## src/design/gpr_pkg.sv

```systemverilog
`timescale 1ns / 1ps
`default_nettype none
package gpr_pkg;

  localparam int PIX_W      = 16;
  localparam int NTAP       = 12;
  localparam int NPAIR      = 6;
  localparam int PAIR_W     = 17;
  localparam int COEF_W     = 9;
  localparam int PROD_W     = 26;
  localparam int SUM_W      = 28;
  localparam int KSHIFT     = 11;
  localparam int STORE_ROWS = 11;
  localparam int SLOT_W     = 4;
  localparam int CFG_W      = 11;

  typedef logic [PIX_W-1:0] pix_t;
  typedef pix_t [NTAP-1:0] win_t;

  // Binomial weights, outermost tap pair first; they sum to 2048 over both halves.
  localparam logic [COEF_W-1:0] KCOEF [NPAIR] = '{9'd1, 9'd11, 9'd55, 9'd165, 9'd330, 9'd462};

  // Register indexes of the configuration port.
  localparam logic REG_IN_WIDTH  = 1'b0;
  localparam logic REG_IN_HEIGHT = 1'b1;

endpackage
`default_nettype wire

```

## src/design/gpr_kernel.sv

```systemverilog
`timescale 1ns / 1ps
`default_nettype none
module gpr_kernel (
  input  wire logic          clk,
  input  wire logic          en_pair,
  input  wire logic          en_prod,
  input  wire logic          en_sum,
  input  wire gpr_pkg::win_t taps,
  output gpr_pkg::pix_t      result
);
  import gpr_pkg::*;

  logic [PAIR_W-1:0] pair [NPAIR];
  logic [PROD_W-1:0] prod [NPAIR];
  logic [SUM_W-1:0]  total;

  // Three stages: symmetric pair sums, constant products, final sum and scale.
  always_ff @(posedge clk) begin
    for (int k = 0; k < NPAIR; k++) begin
      if (en_pair) begin
        pair[k] <= PAIR_W'(taps[k]) + PAIR_W'(taps[NTAP-1-k]);
      end
      if (en_prod) begin
        prod[k] <= PROD_W'(pair[k]) * PROD_W'(KCOEF[k]);
      end
    end
    if (en_sum) begin
      result <= total[KSHIFT +: PIX_W];
    end
  end

  always_comb begin
    total = '0;
    for (int k = 0; k < NPAIR; k++) begin
      total = total + SUM_W'(prod[k]);
    end
  end

endmodule
`default_nettype wire

```

## config.mk

```make
export PLATFORM = sky130hd
export DESIGN_NAME = gpr_kernel
export DESIGN_NICKNAME = d
export VERILOG_FILES = /design/src/design/gpr_pkg.sv /design/src/design/gpr_kernel.sv
export SDC_FILE = /design/constraint.sdc
export NUM_CORES = 1
export LEC_CHECK = 0
export BUFFER_PORTS_ARGS = -buffer_cell sky130_fd_sc_hd__buf_2
export CORE_MARGIN = 5
export CORE_UTILIZATION = 67
export DETAILED_ROUTE_END_ITERATION = 16
export MAX_ROUTING_LAYER = met4
export PLACE_DENSITY = 0.92
export SETUP_SLACK_MARGIN = 0.2
export SLEW_MARGIN = 5
export SYNTH_ARGS = -nofsm -noshare
export SYNTH_HDL_FRONTEND = slang
export SYNTH_SLANG_ARGS = --single-unit
```

## constraint.sdc

```tcl
create_clock -name clk -period 8.2 [get_ports clk]
set_input_delay 0.82 -clock clk [delete_from_list [all_inputs] [get_ports clk]]
set_output_delay 0.82 -clock clk [all_outputs]
set_load 0.01 [all_outputs]
```

==> flow_metrics.tcl <==
set metrics [dict create \
    cts.sinks 254 \
    clk_latency_ns 0.58 \
    cts_hold_buf 0 \
    syn-cell-area_um2 25700 \
    cp-start-kind "flop" \
    synthFlopType "edfxtp_1" \
    max-cap-violations 0 \
    synth_top_family_by_area "adder cells" \
    grt_usage 0.287 \
    cts_tree "done" \
    synth-compound-area-share 0.104 \
    synth_xor_xnor_area_share 0.0589 \
    hold_end "prod[0][6]" \
    route.detailed.drc 0 \
    reg2reg_to "prod[5][24]" \
    drive_above_1_share 0.105 \
    crit_required_ns 8.52 \
    synth_area_per_cell_um2 10.7 \
    die_x_um 206 \
    reg2reg_slack_ns 3.17 \
    io_buffers 211 \
    num-fill-cells 2445 \
    crit_slowest_cell "fa_1" \
    rsz0062_at_grt "false" \
    cts_buffers 31 \
    synth.distinct_cells 55 \
    fmax_ghz 0.199 \
    row_count 71 \
    grt_pass1_wl_um 94900 \
    hp-start "pair[0][6]" \
    yosys.area_share.simple 0.0611 \
    final_antenna_net_count 0 \
    reg2reg_depth 16 \
    crit_chain "inv_1 -> fa_1 -> inv_1 -> fa_1 -> inv_1 -> fa_1 -> fa_1 -> inv_1 -> ha_1 -> and3_1 -> and3_1 -> a2111oi_0 -> nor3_1 -> a211oi_2 -> a21oi_1 -> xor2_1" \
    coreArea_um2 37800 \
    finalHoldViolCount 0 \
    status "finished clean" \
    routed_wl_um 57500 \
    critPathArrivalTime_ns 5.36 \
    async_reset_ff_frac 0 \
    ys_ff_latch 254 \
    dieArea_um2 42400 \
    most-common-layout-cells "inv_1, ha_1, edfxtp_1, fa_1, buf_2" \
    wl_per_cell_um 18.0 \
    drt-pass1-iter-count 6 \
    overflow 0 \
    r2r_start "pair[5][5]" \
    final_common_cell "inv_1" \
    syn_to_final_growth_pct 10.9 \
    min_path_cells 0 \
    grt_start_max_net_pins 78 \
    clk_pin_slew_ns 0.06 \
    synth.net_count 3265 \
    max_stage_delay_ns 0.55 \
    fin_crit_ns 5.03 \
    vias_per_cell 5.63 \
    hold_path.class "reg -> reg" \
    fin_skew_ns 0.0114 \
    antenna_found_initial 0 \
    path_max_fanout 7 \
    via_count 17900 \
    cts-root-buf "clkbuf_16" \
    synthMuxAreaShare 0 \
    worstMarginPinSlew_ns 0.993 \
    drt_iter0_drc 934 \
    setup_viol_count_final 0 \
    gp_congestion 0.963 \
    cts_setup_buffers 0 \
    initial_core_util 0.681 \
    pin_count 212 \
    finalCritPeriodShare 0.614 \
    yosysWarnings 0 \
    synthAdderAreaFrac 0.396 \
    slew_headroom 0.338 \
    grt_pass1_vias 19600 \
    yosysSeqAreaShare 0.297 \
    setup_tns_ns 0 \
    endpoint_kind "flop" \
    ctsResizeCount 0 \
    synth_edf_count 254 \
    die_h_um 206 \
    worstSetupPathType "reg -> reg" \
    layout.nets 3511 \
    finalMaxSlewViolations 0 \
    cts_buffer_depth 3 \
    dp.final_hpwl_um 48000 \
    syn_inst 2405 \
    h-tree-depth 1 \
]
## sequential cells by signal (all words and copies together) (netlist names)
name,flops
prod,136
pair,102
result,16
## through the flow
stage,hold slack [ns],area [um2],utilization,worst slack (ns),cells
finish,0.411,28500,0.755,3.17,3188
CTS,0.412,28500,0.755,3.15,3186
floorplan,0.400,25700,-,3.61,2405
global route,0.413,28500,0.755,2.90,3186
global placement,0.404,27400,0.727,3.25,3129
detailed placement,0.406,27400,0.727,3.17,3129
## layout make-up
class,instances,area [um2],share of cell area
flip-flops and latches,254,7630,0.267
well taps,511,639,0.0224
diodes,2,5.00,0.000175
inverters,572,2150,0.0753
repair buffers,213,1080,0.0377
clock inverters,21,287,0.0100
multi-input cells,1579,15900,0.559
clock buffers,36,795,0.0279
## Yosys cell counts, drive strengths merged, types with 3 or more instances
| cell type | n | area (um2) |
|---|---|---|
| inv | 572 | 2150 |
| ha | 413 | 5170 |
| edfxtp | 254 | 7630 |
| fa | 251 | 5020 |
| a21oi | 136 | 688 |
| xnor2 | 134 | 1170 |
| nor2 | 111 | 417 |
| o21ai | 71 | 355 |
| a21o | 68 | 510 |
| nand2 | 63 | 236 |
| xor2 | 39 | 342 |
| nor3 | 30 | 150 |
| o21a | 30 | 225 |
| nor2b | 27 | 169 |
| nand3 | 22 | 110 |
| nand2b | 20 | 125 |
| o21bai | 17 | 128 |
| a31oi | 16 | 100 |
| a211oi | 12 | 95.1 |
| or2 | 11 | 68.8 |
| a31o | 10 | 87.6 |
| and2 | 10 | 62.6 |
| and3 | 10 | 62.6 |
| or3 | 10 | 62.6 |
| nand4 | 7 | 43.8 |
| o31ai | 7 | 62.6 |
| o31a | 6 | 52.6 |
| a311o | 5 | 50.1 |
| a311oi | 5 | 43.8 |
| o211ai | 5 | 37.5 |
| a211o | 4 | 35.0 |
| a21boi | 4 | 30.0 |
| a41oi | 3 | 41.3 |
| and4 | 3 | 26.3 |
| o2111ai | 3 | 26.3 |
| o211a | 3 | 30.0 |
## layer usage
layer	part of all wire	vias to the layer above	GRT usage
met2	0.50	544	0.490
met4	0.033	0	0.0917
met3	0.054	134	0.0367
met5	0	-	-
li1	-	8496	-
met1	0.41	8769	0.361
## cells by family after synthesis
family / count (synthesis)
flops: 254
fa+ha+maj: 664
xor+xnor: 173
simple gates: 329
compound gates: 413
buf+inv: 572
## worst max-delay path: cells and delay by family, from the launching register on
family	cells	cell delay (ns)
adders and majority gates	5	2.39
DFF	1	0.45
and+or+nand+nor	3	0.61
xor gates and xnor gates	1	0.15
AOI/OAI and AO/OA	3	0.90
buffers and inverters	4	0.29
## worst max path at each step
stage	startpoint	to
finish	pair[5][5]	prod[5][24]
detailed placement	pair[5][5]	prod[5][24]
CTS	pair[5][5]	prod[5][24]
global placement	pair[5][5]	prod[5][24]
floorplan	pair[5][5]	prod[5][24]
global route	pair[5][5]	prod[5][24]
Power is not shown: default switching activity piles up to over one toggle a cycle in this logic, so the estimate is an artifact.
