<file path="src/design/gpr_pkg.sv">
`timescale 1ns / 1ps
`default_nettype none
package gpr_pkg;

  localparam int PIX_W      = 16;
  localparam int NTAP       = 12;
  localparam int NPAIR      = 6;
  localparam int PAIR_W     = 17;
  localparam int COEF_W     = 9;
  localparam int PROD_W     = 26;
  localparam int SUM_W      = 28;
  localparam int KSHIFT     = 11;
  localparam int STORE_ROWS = 11;
  localparam int SLOT_W     = 4;
  localparam int CFG_W      = 11;

  typedef logic [PIX_W-1:0] pix_t;
  typedef pix_t [NTAP-1:0] win_t;

  // Binomial weights, outermost tap pair first; they sum to 2048 over both halves.
  localparam logic [COEF_W-1:0] KCOEF [NPAIR] = '{9'd1, 9'd11, 9'd55, 9'd165, 9'd330, 9'd462};

  // Register indexes of the configuration port.
  localparam logic REG_IN_WIDTH  = 1'b0;
  localparam logic REG_IN_HEIGHT = 1'b1;

endpackage
`default_nettype wire

</file>
<file path="src/design/gpr_tap_cell.sv">
`timescale 1ns / 1ps
`default_nettype none
module gpr_tap_cell (
  input  wire logic          clk,
  input  wire logic          rst,
  input  wire logic          en,
  input  wire gpr_pkg::pix_t din,
  output gpr_pkg::pix_t      dout
);
  import gpr_pkg::*;

  // One tap of the window; it takes its neighbor's sample on every shift.
  always_ff @(posedge clk) begin
    if (rst) begin
      dout <= '0;
    end else if (en) begin
      dout <= din;
    end
  end

endmodule
`default_nettype wire

</file>
<file path="config.mk">
export PLATFORM = sky130hd
export DESIGN_NAME = gpr_tap_cell
export DESIGN_NICKNAME = d
export VERILOG_FILES = /design/src/design/gpr_pkg.sv /design/src/design/gpr_tap_cell.sv
export SDC_FILE = /design/constraint.sdc
export NUM_CORES = 1
export LEC_CHECK = 0
export BUFFER_PORTS_ARGS = -buffer_cell sky130_fd_sc_hd__buf_2
export CAP_MARGIN = 0
export CELL_PAD_IN_SITES_DETAIL_PLACEMENT = 1
export CELL_PAD_IN_SITES_GLOBAL_PLACEMENT = 1
export CORE_UTILIZATION = 29
export DETAILED_ROUTE_END_ITERATION = 8
export HOLD_SLACK_MARGIN = 0.1
export PLACE_DENSITY = 0.72
export SLEW_MARGIN = 15
export SYNTH_ARGS = -nofsm -noshare
export SYNTH_HDL_FRONTEND = slang
export SYNTH_SLANG_ARGS = --single-unit
</file>
<file path="constraint.sdc">
create_clock -name clk -period 0.8 [get_ports clk]
set_input_delay 0.08 -clock clk [delete_from_list [all_inputs] [get_ports clk]]
set_output_delay 0.08 -clock clk [all_outputs]
set_load 0.02 [all_outputs]
</file>
==> summary.md, run 1 <==
| Metric | Value |
|---|---|
| Via Count | about 570 |
| Met3 Use GR | 6.54% |
| Final worst path period share | 106% |
| Clock latency on the worst-skew pair | between 0.2 and 0.3 ns |
| Synth Area in Simple Gates | 10.3% |
| Core ar. | between 1500 and 2000 um^2 |
| Die width | 46.7 um |
| Drt via density | between 4 and 5 |
| Worst Tran Pin Value | a little under 0.3 ns |
| Worst endpoint required time | approximately 0.72 ns |
| Most frequent cells in the layout | buf_2 (18), buf_6 (17), nor2_1 (16), dfxtp_2 (16) |
| XOR/XNOR Fraction of Synth Area | 0% |
| Initial core utilization | between 30% and 40% |
| # rows | 15 |
| Fillcell total | 210 |
| Setup CP Type | reg2out |
| Max_cap viols | 0 |
| Synth Area in Compound Gates | 0% |
| Final setup vio count | 17 |
| CTS Buf Count | 3 |
| DR iter-0 viols | 1 |
| Post-Synthesis Cells | 52 |
| Critical path's top delay family | flip-flops |
| CTS max path bufs | 2 |
| Mux share of post-synthesis cell area | 27.6% |
| I/O Buffers | 34 |
| Placed cells | roughly 110 |
| Remaining antenna violation count | 0 |
| Synth Area in Adders | 0% |
| CTS tree | done |
| Area added between synthesis and finish | 89.9% |
| Pre-CTS setup slack | 0.0408 ns |
| Fmax | approximately 1200 MHz |
| Max reg flops | 16 |
| DRT Pass-1 Iters | 4 |
| Critical path, cell by cell | buf_6 |
| Syn Area/Cell | about 11 um^2 |
| Top-Level Pins | 35 |
| Fin. max-slew vios | 0 |
| Hold Crit Class | in2reg |
| CTS clock-pin slew for the worst setup and hold paths | ~0.090 ns |
| Die area | 2180 um^2 |
| Post-Layout Cell Count | 129 |
| Final WL | ~1800 um |
| FF+latch count, synth | 16 |
| Commonest non-fill, non-tap cell in the layout | buf_2 |
| Sequential fraction of the synthesis area | 55.2% |
| Slew HR | around four fifths |
| Global-route wire length before repair | between 2000 and 3000 um |
| Final worst setup slack | -0.0450 ns |
| Antenna violations before repair | 0 |
| Vias in the first global route | ~580 |
| Gpl congestion | 0.631 |
| Setup TNS | -0.473 ns |
| Worst stage delay on the critical path | about 0.35 ns |
| WP buf/inv | 1 |
| Worst setup EP type | output port |
| Failing checks | negative setup slack |
| Cell Area, Placed | roughly 780 um^2 |
| Share of cells above drive strength 1 | roughly 55% |
| # diodes | 0 |
| Total GRT Usage | ~18% |
| Netlist Area Pre-Place | 581 um^2 |
| Final Hold Vio Count | 0 |
| CTS H-tree lvls | 1 |
| Leakage | ~0.54 nW |
| GR peak layer | met2 |
| Total grt overflow | 0 |
| Nets | 125 |
| Crit path max fanout | 2 |
| Largest registers | dout x16 |
| M2 GR Usage | between 30 and 40% |
| Clk sinks | 16 |
| Die Y | around 47 um |
| Fin Clk Skew | 0 ns |
| Net Count, Synth | just over 70 |
| Min Tclk post-route | between 0.8 and 0.9 ns |
| CP max stage cell | dfxtp_2 |
| Crit path DAT | about 0.77 ns |
| Post-DR wirelength/cell | 13.7 um |
| Met1 Use GR | 19.0% |
| Unrepaired setup endpoints after global routing | true |
| Synth warnings | 0 |
| Count of unique library cells instantiated by Yosys | 7 |
| Largest net degree at the start of global routing | 17 |
| Number of remaining DRC errors | 0 |
| CTS root buffer | clkbuf_4 |
| Power Density | approximately 1600 nW/um^2 |
| Biggest register | dout |
| Largest family of logic cells by synthesized area | multiplexers |
| Status | finished, violations left |
| Design area | approximately 1100 um^2 |
| Peak supply drop | 1.24 mV |
| Worst setup SP type | register |
## final timing paths
kind              startpoint  cells past startpoint  endpoint  slack, ns
setup / recovery     dout[6]                      1   dout[6]      -0.05
hold / removal           rst                      2   dout[1]       0.14
setup reg to reg    dout[10]                      3  dout[10]       0.02
hold reg to reg     dout[12]                      2  dout[12]       0.50
## timing repair
action | in CTS | in global routing
resized for setup | 48 | 3
endpoints found under the setup margin | 16 | 18
hold buffers | 16 | 0
buffers inserted | 0 | 1
pin swaps | 0 | 1
endpoints found under the hold margin | 16 | 0
## cell type report
cell class	instances	area, um^2	area share (%)
clock buffer	3	22.5	2.04
multi-input combinational	32	224	20.3
sequential	16	340	30.9
tap	25	31.3	2.84
timing repair buffer	53	484	43.9
## per-stage QoR
stage                     power, mW  util (%)  hold slack (ns)
after CTS                      1.72      60.2            0.140
after global placement         1.16      43.4            0.317
after detailed placement       1.16      43.4            0.327
after global routing           1.82      61.2            0.136
final                          1.72      61.2            0.139
after floorplan                1.05         -            0.227
## routing by layer
layer  vias to the layer above  part of all wire (%)
met5                         -                     0
met4                         0                   2.3
met3                         6                   5.3
met2                        20                    54
met1                       265                    38
li1                        274                     -
## cells in the mapped netlist
master	instances	area (um^2)
buf_6	1	11.3
buf_1	1	3.75
dfxtp_1	16	320
nor2_1	16	60.1
buf_12	1	20.0
buf_2	1	5.00
mux2i_1	16	160
## cells by family (layout without fill, tap and decap cells)
family	count (synthesis)	after routing
DFF	16	16
and+or+nand+nor	16	16
buffers and inverters	4	56
muxes	16	16
## power breakdown
group | internal, mW | switching, mW | total, mW
clock | 0.175 | 0.247 | 0.422
sequential | 0.854 | 0.0364 | 0.890
combinational | 0.241 | 0.168 | 0.409
total | 1.27 | 0.452 | 1.72
Power figures use the tool's default switching activity.
==> run 2, diff against run 1 <==
--- a/config.mk
+++ b/config.mk
@@ -9,10 +9,11 @@
 export CAP_MARGIN = 0
 export CELL_PAD_IN_SITES_DETAIL_PLACEMENT = 1
 export CELL_PAD_IN_SITES_GLOBAL_PLACEMENT = 1
-export CORE_UTILIZATION = 29
+export CORE_UTILIZATION = 31
+export CTS_BUF_LIST = sky130_fd_sc_hd__clkbuf_8
 export DETAILED_ROUTE_END_ITERATION = 8
 export HOLD_SLACK_MARGIN = 0.1
-export PLACE_DENSITY = 0.72
+export PLACE_DENSITY = 0.76
 export SLEW_MARGIN = 15
 export SYNTH_ARGS = -nofsm -noshare
 export SYNTH_HDL_FRONTEND = slang
==> constraint.sdc (replaced) <==
create_clock -name clk -period 0.8 [get_ports clk]
set_input_delay 0.08 -clock clk [delete_from_list [all_inputs] [get_ports clk]]
set_output_delay 0.08 -clock clk [all_outputs]
set_load 0.1 [all_outputs]
==> run 2 against run 1 <==
  * The flow still finishes with violations (negative setup slack)
  * Clock-buffer cell count did not move
  * Sequential cell count stayed put
  * Wire length is 1.5% higher
  * Clock skew stayed put
  * Register-to-register slack barely moved
  * Fmax is 1.9% lower
  * Via count decreased by 13%
  * Die area down 6.2%
  * First-iteration DRC count stayed put
  * Sequential power shrank 1%
==> summary.md, run 2 (same netlist as run 1, synthesis figures left out) <==
| Metric | Value |
|---|---|
| Commonest non-fill, non-tap cell in the layout | buf_12 |
| Nets | roughly 110 |
| Max reg flops | 16 |
| Antenna violations before repair | 0 |
| Power Density | around 1900 nW/um^2 |
| Initial core utilization | about a third |
| Area added between synthesis and finish | 105% |
| Top-Level Pins | 35 |
| Via Count | just under 500 |
| Critical path, cell by cell | buf_12 |
| CTS Buf Count | 3 |
| Crit path DAT | 0.78 ns |
| WHS | 0.105 ns |
| Fin util | just under 70% |
| Largest net degree at the start of global routing | 17 |
| Hold Crit Class | in2reg |
| Final setup vio count | 16 |
| Core ar. | about 1700 um^2 |
| Leakage | approximately 0.54 nW |
| Crit path max fanout | 2 |
| Biggest register | dout |
| CTS root buffer | clkbuf_8 |
| Status | finished, violations left |
| Final WL | 1790 um |
| Fmax | 1160 MHz |
| Worst Tran Pin Value | between 0.2 and 0.3 ns |
| Fillcell total | between 150 and 200 |
| Worst stage delay on the critical path | 0.36 ns |
| Worst setup SP type | register |
| Unrepaired setup endpoints after global routing | true |
| Peak supply drop | around 1.4 mV |
| Vias in the first global route | around 630 |
| WP buf/inv | 1 |
| Pre-CTS setup slack | 0.0483 ns |
| CTS clock-pin slew for the worst setup and hold paths | around 0.060 ns |
| Clk sinks | 16 |
| Total grt overflow | 0 |
| Reg2Reg Setup Slack | ~0.010 ns |
| Min Tclk post-route | between 0.8 and 0.9 ns |
| # diodes | 0 |
| Number of remaining DRC errors | 0 |
| Failing checks | negative setup slack |
| Post-DR wirelength/cell | roughly 16 um |
| Die width | between 40 and 50 um |
| Critical path's top delay family | flip-flops |
| DR iter-0 viols | 1 |
| Gpl congestion | 0.641 |
| Worst endpoint required time | 0.72 ns |
| Largest registers | dout x16 |
| Drt via density | roughly 4.4 |
| Final worst setup slack | -0.0617 ns |
| Worst setup EP type | output port |
| Max_cap viols | 0 |
| DRT Pass-1 Iters | 4 |
| Remaining antenna violation count | 0 |
| Fin Clk Skew | 0 ns |
| CP max stage cell | dfxtp_4 |
| Global-route wire length before repair | between 3000 and 4000 um |
| CTS max path bufs | 2 |
| # rows | 15 |
| Setup TNS | -0.876 ns |
| Die area | around 2000 um^2 |
| I/O Buffers | 34 |
| Post-DP HPWL | between 1000 and 1500 um |
| Most frequent cells in the layout | buf_12 (17), nor2_1 (16), dfxtp_4 (16), mux2i_1 (15), dlygate4sd3_1 (9) |
| Share of cells above drive strength 1 | about half |
| CTS H-tree lvls | 1 |
| Fin. max-slew vios | 0 |
| Setup CP Type | reg2out |
| Slew HR | 81.2% |
| Total GRT Usage | between 20% and 30% |
| Die Y | about 45 um |
| Clock latency on the worst-skew pair | 0.25 ns |
| Final Hold Vio Count | 0 |
| Final worst path period share | 108% |
| CTS tree | done |
[run 2: cell count changes in the layout (fill, tap and decap cells not counted), moves of 6 or more]
cell           delta
buf_6            -16
dfxtp_4          +16
dlygate4sd3_1     -6
dfxtp_2          -16
buf_2            -11
buf_12           +15
[run 2: path summary, 6_finish.rpt]
kind	startpoint	end	cells past startpoint
setup / recovery	dout[0]	dout[0]	1
hold reg to reg	dout[11]	dout[11]	2
hold / removal	din[9]	dout[9]	3
setup reg to reg	dout[5]	dout[5]	3
[run 2: area by class of cell]
cell class	count	area, um^2	share of cell area, %
clock buffer	3	41.3	3.47
multi-input combinational	32	224	18.8
sequential	16	380	31.9
tap	25	31.3	2.63
timing repair buffer	37	514	43.2
[run 2: where the power goes]
group          internal [mW]  switching, mW
Combinational          0.295          0.447
Clock                  0.334          0.261
Sequential             0.827         0.0527
[run 2: metal layers]
layer	wire, um	global-route usage, %	vias to the layer above
met2	1040	40.9	16
met4	36	9.09	0
met1	657	23.6	229
met3	62	5.20	4
met5	0	0	-
li1	-	-	244
[run 2: metrics by stage]
stage	area [um^2]	cells	total power, mW
floorplan	641	52	1.32
global placement	1060	108	1.58
detailed placement	1060	108	1.60
CTS	1230	124	2.27
global route	1190	113	2.31
finish	1190	113	2.22
[run 2: timing repair]
action / 4_1_cts / 5_1_grt
resized for setup: 0 / 5
hold buffers: 12 / 0
hold endpoints to repair: 12 / 0
cloned: 0 / 0
setup buffers: 1 / 0
endpoints found under the setup margin: 16 / 28
pin swaps: 0 / 12
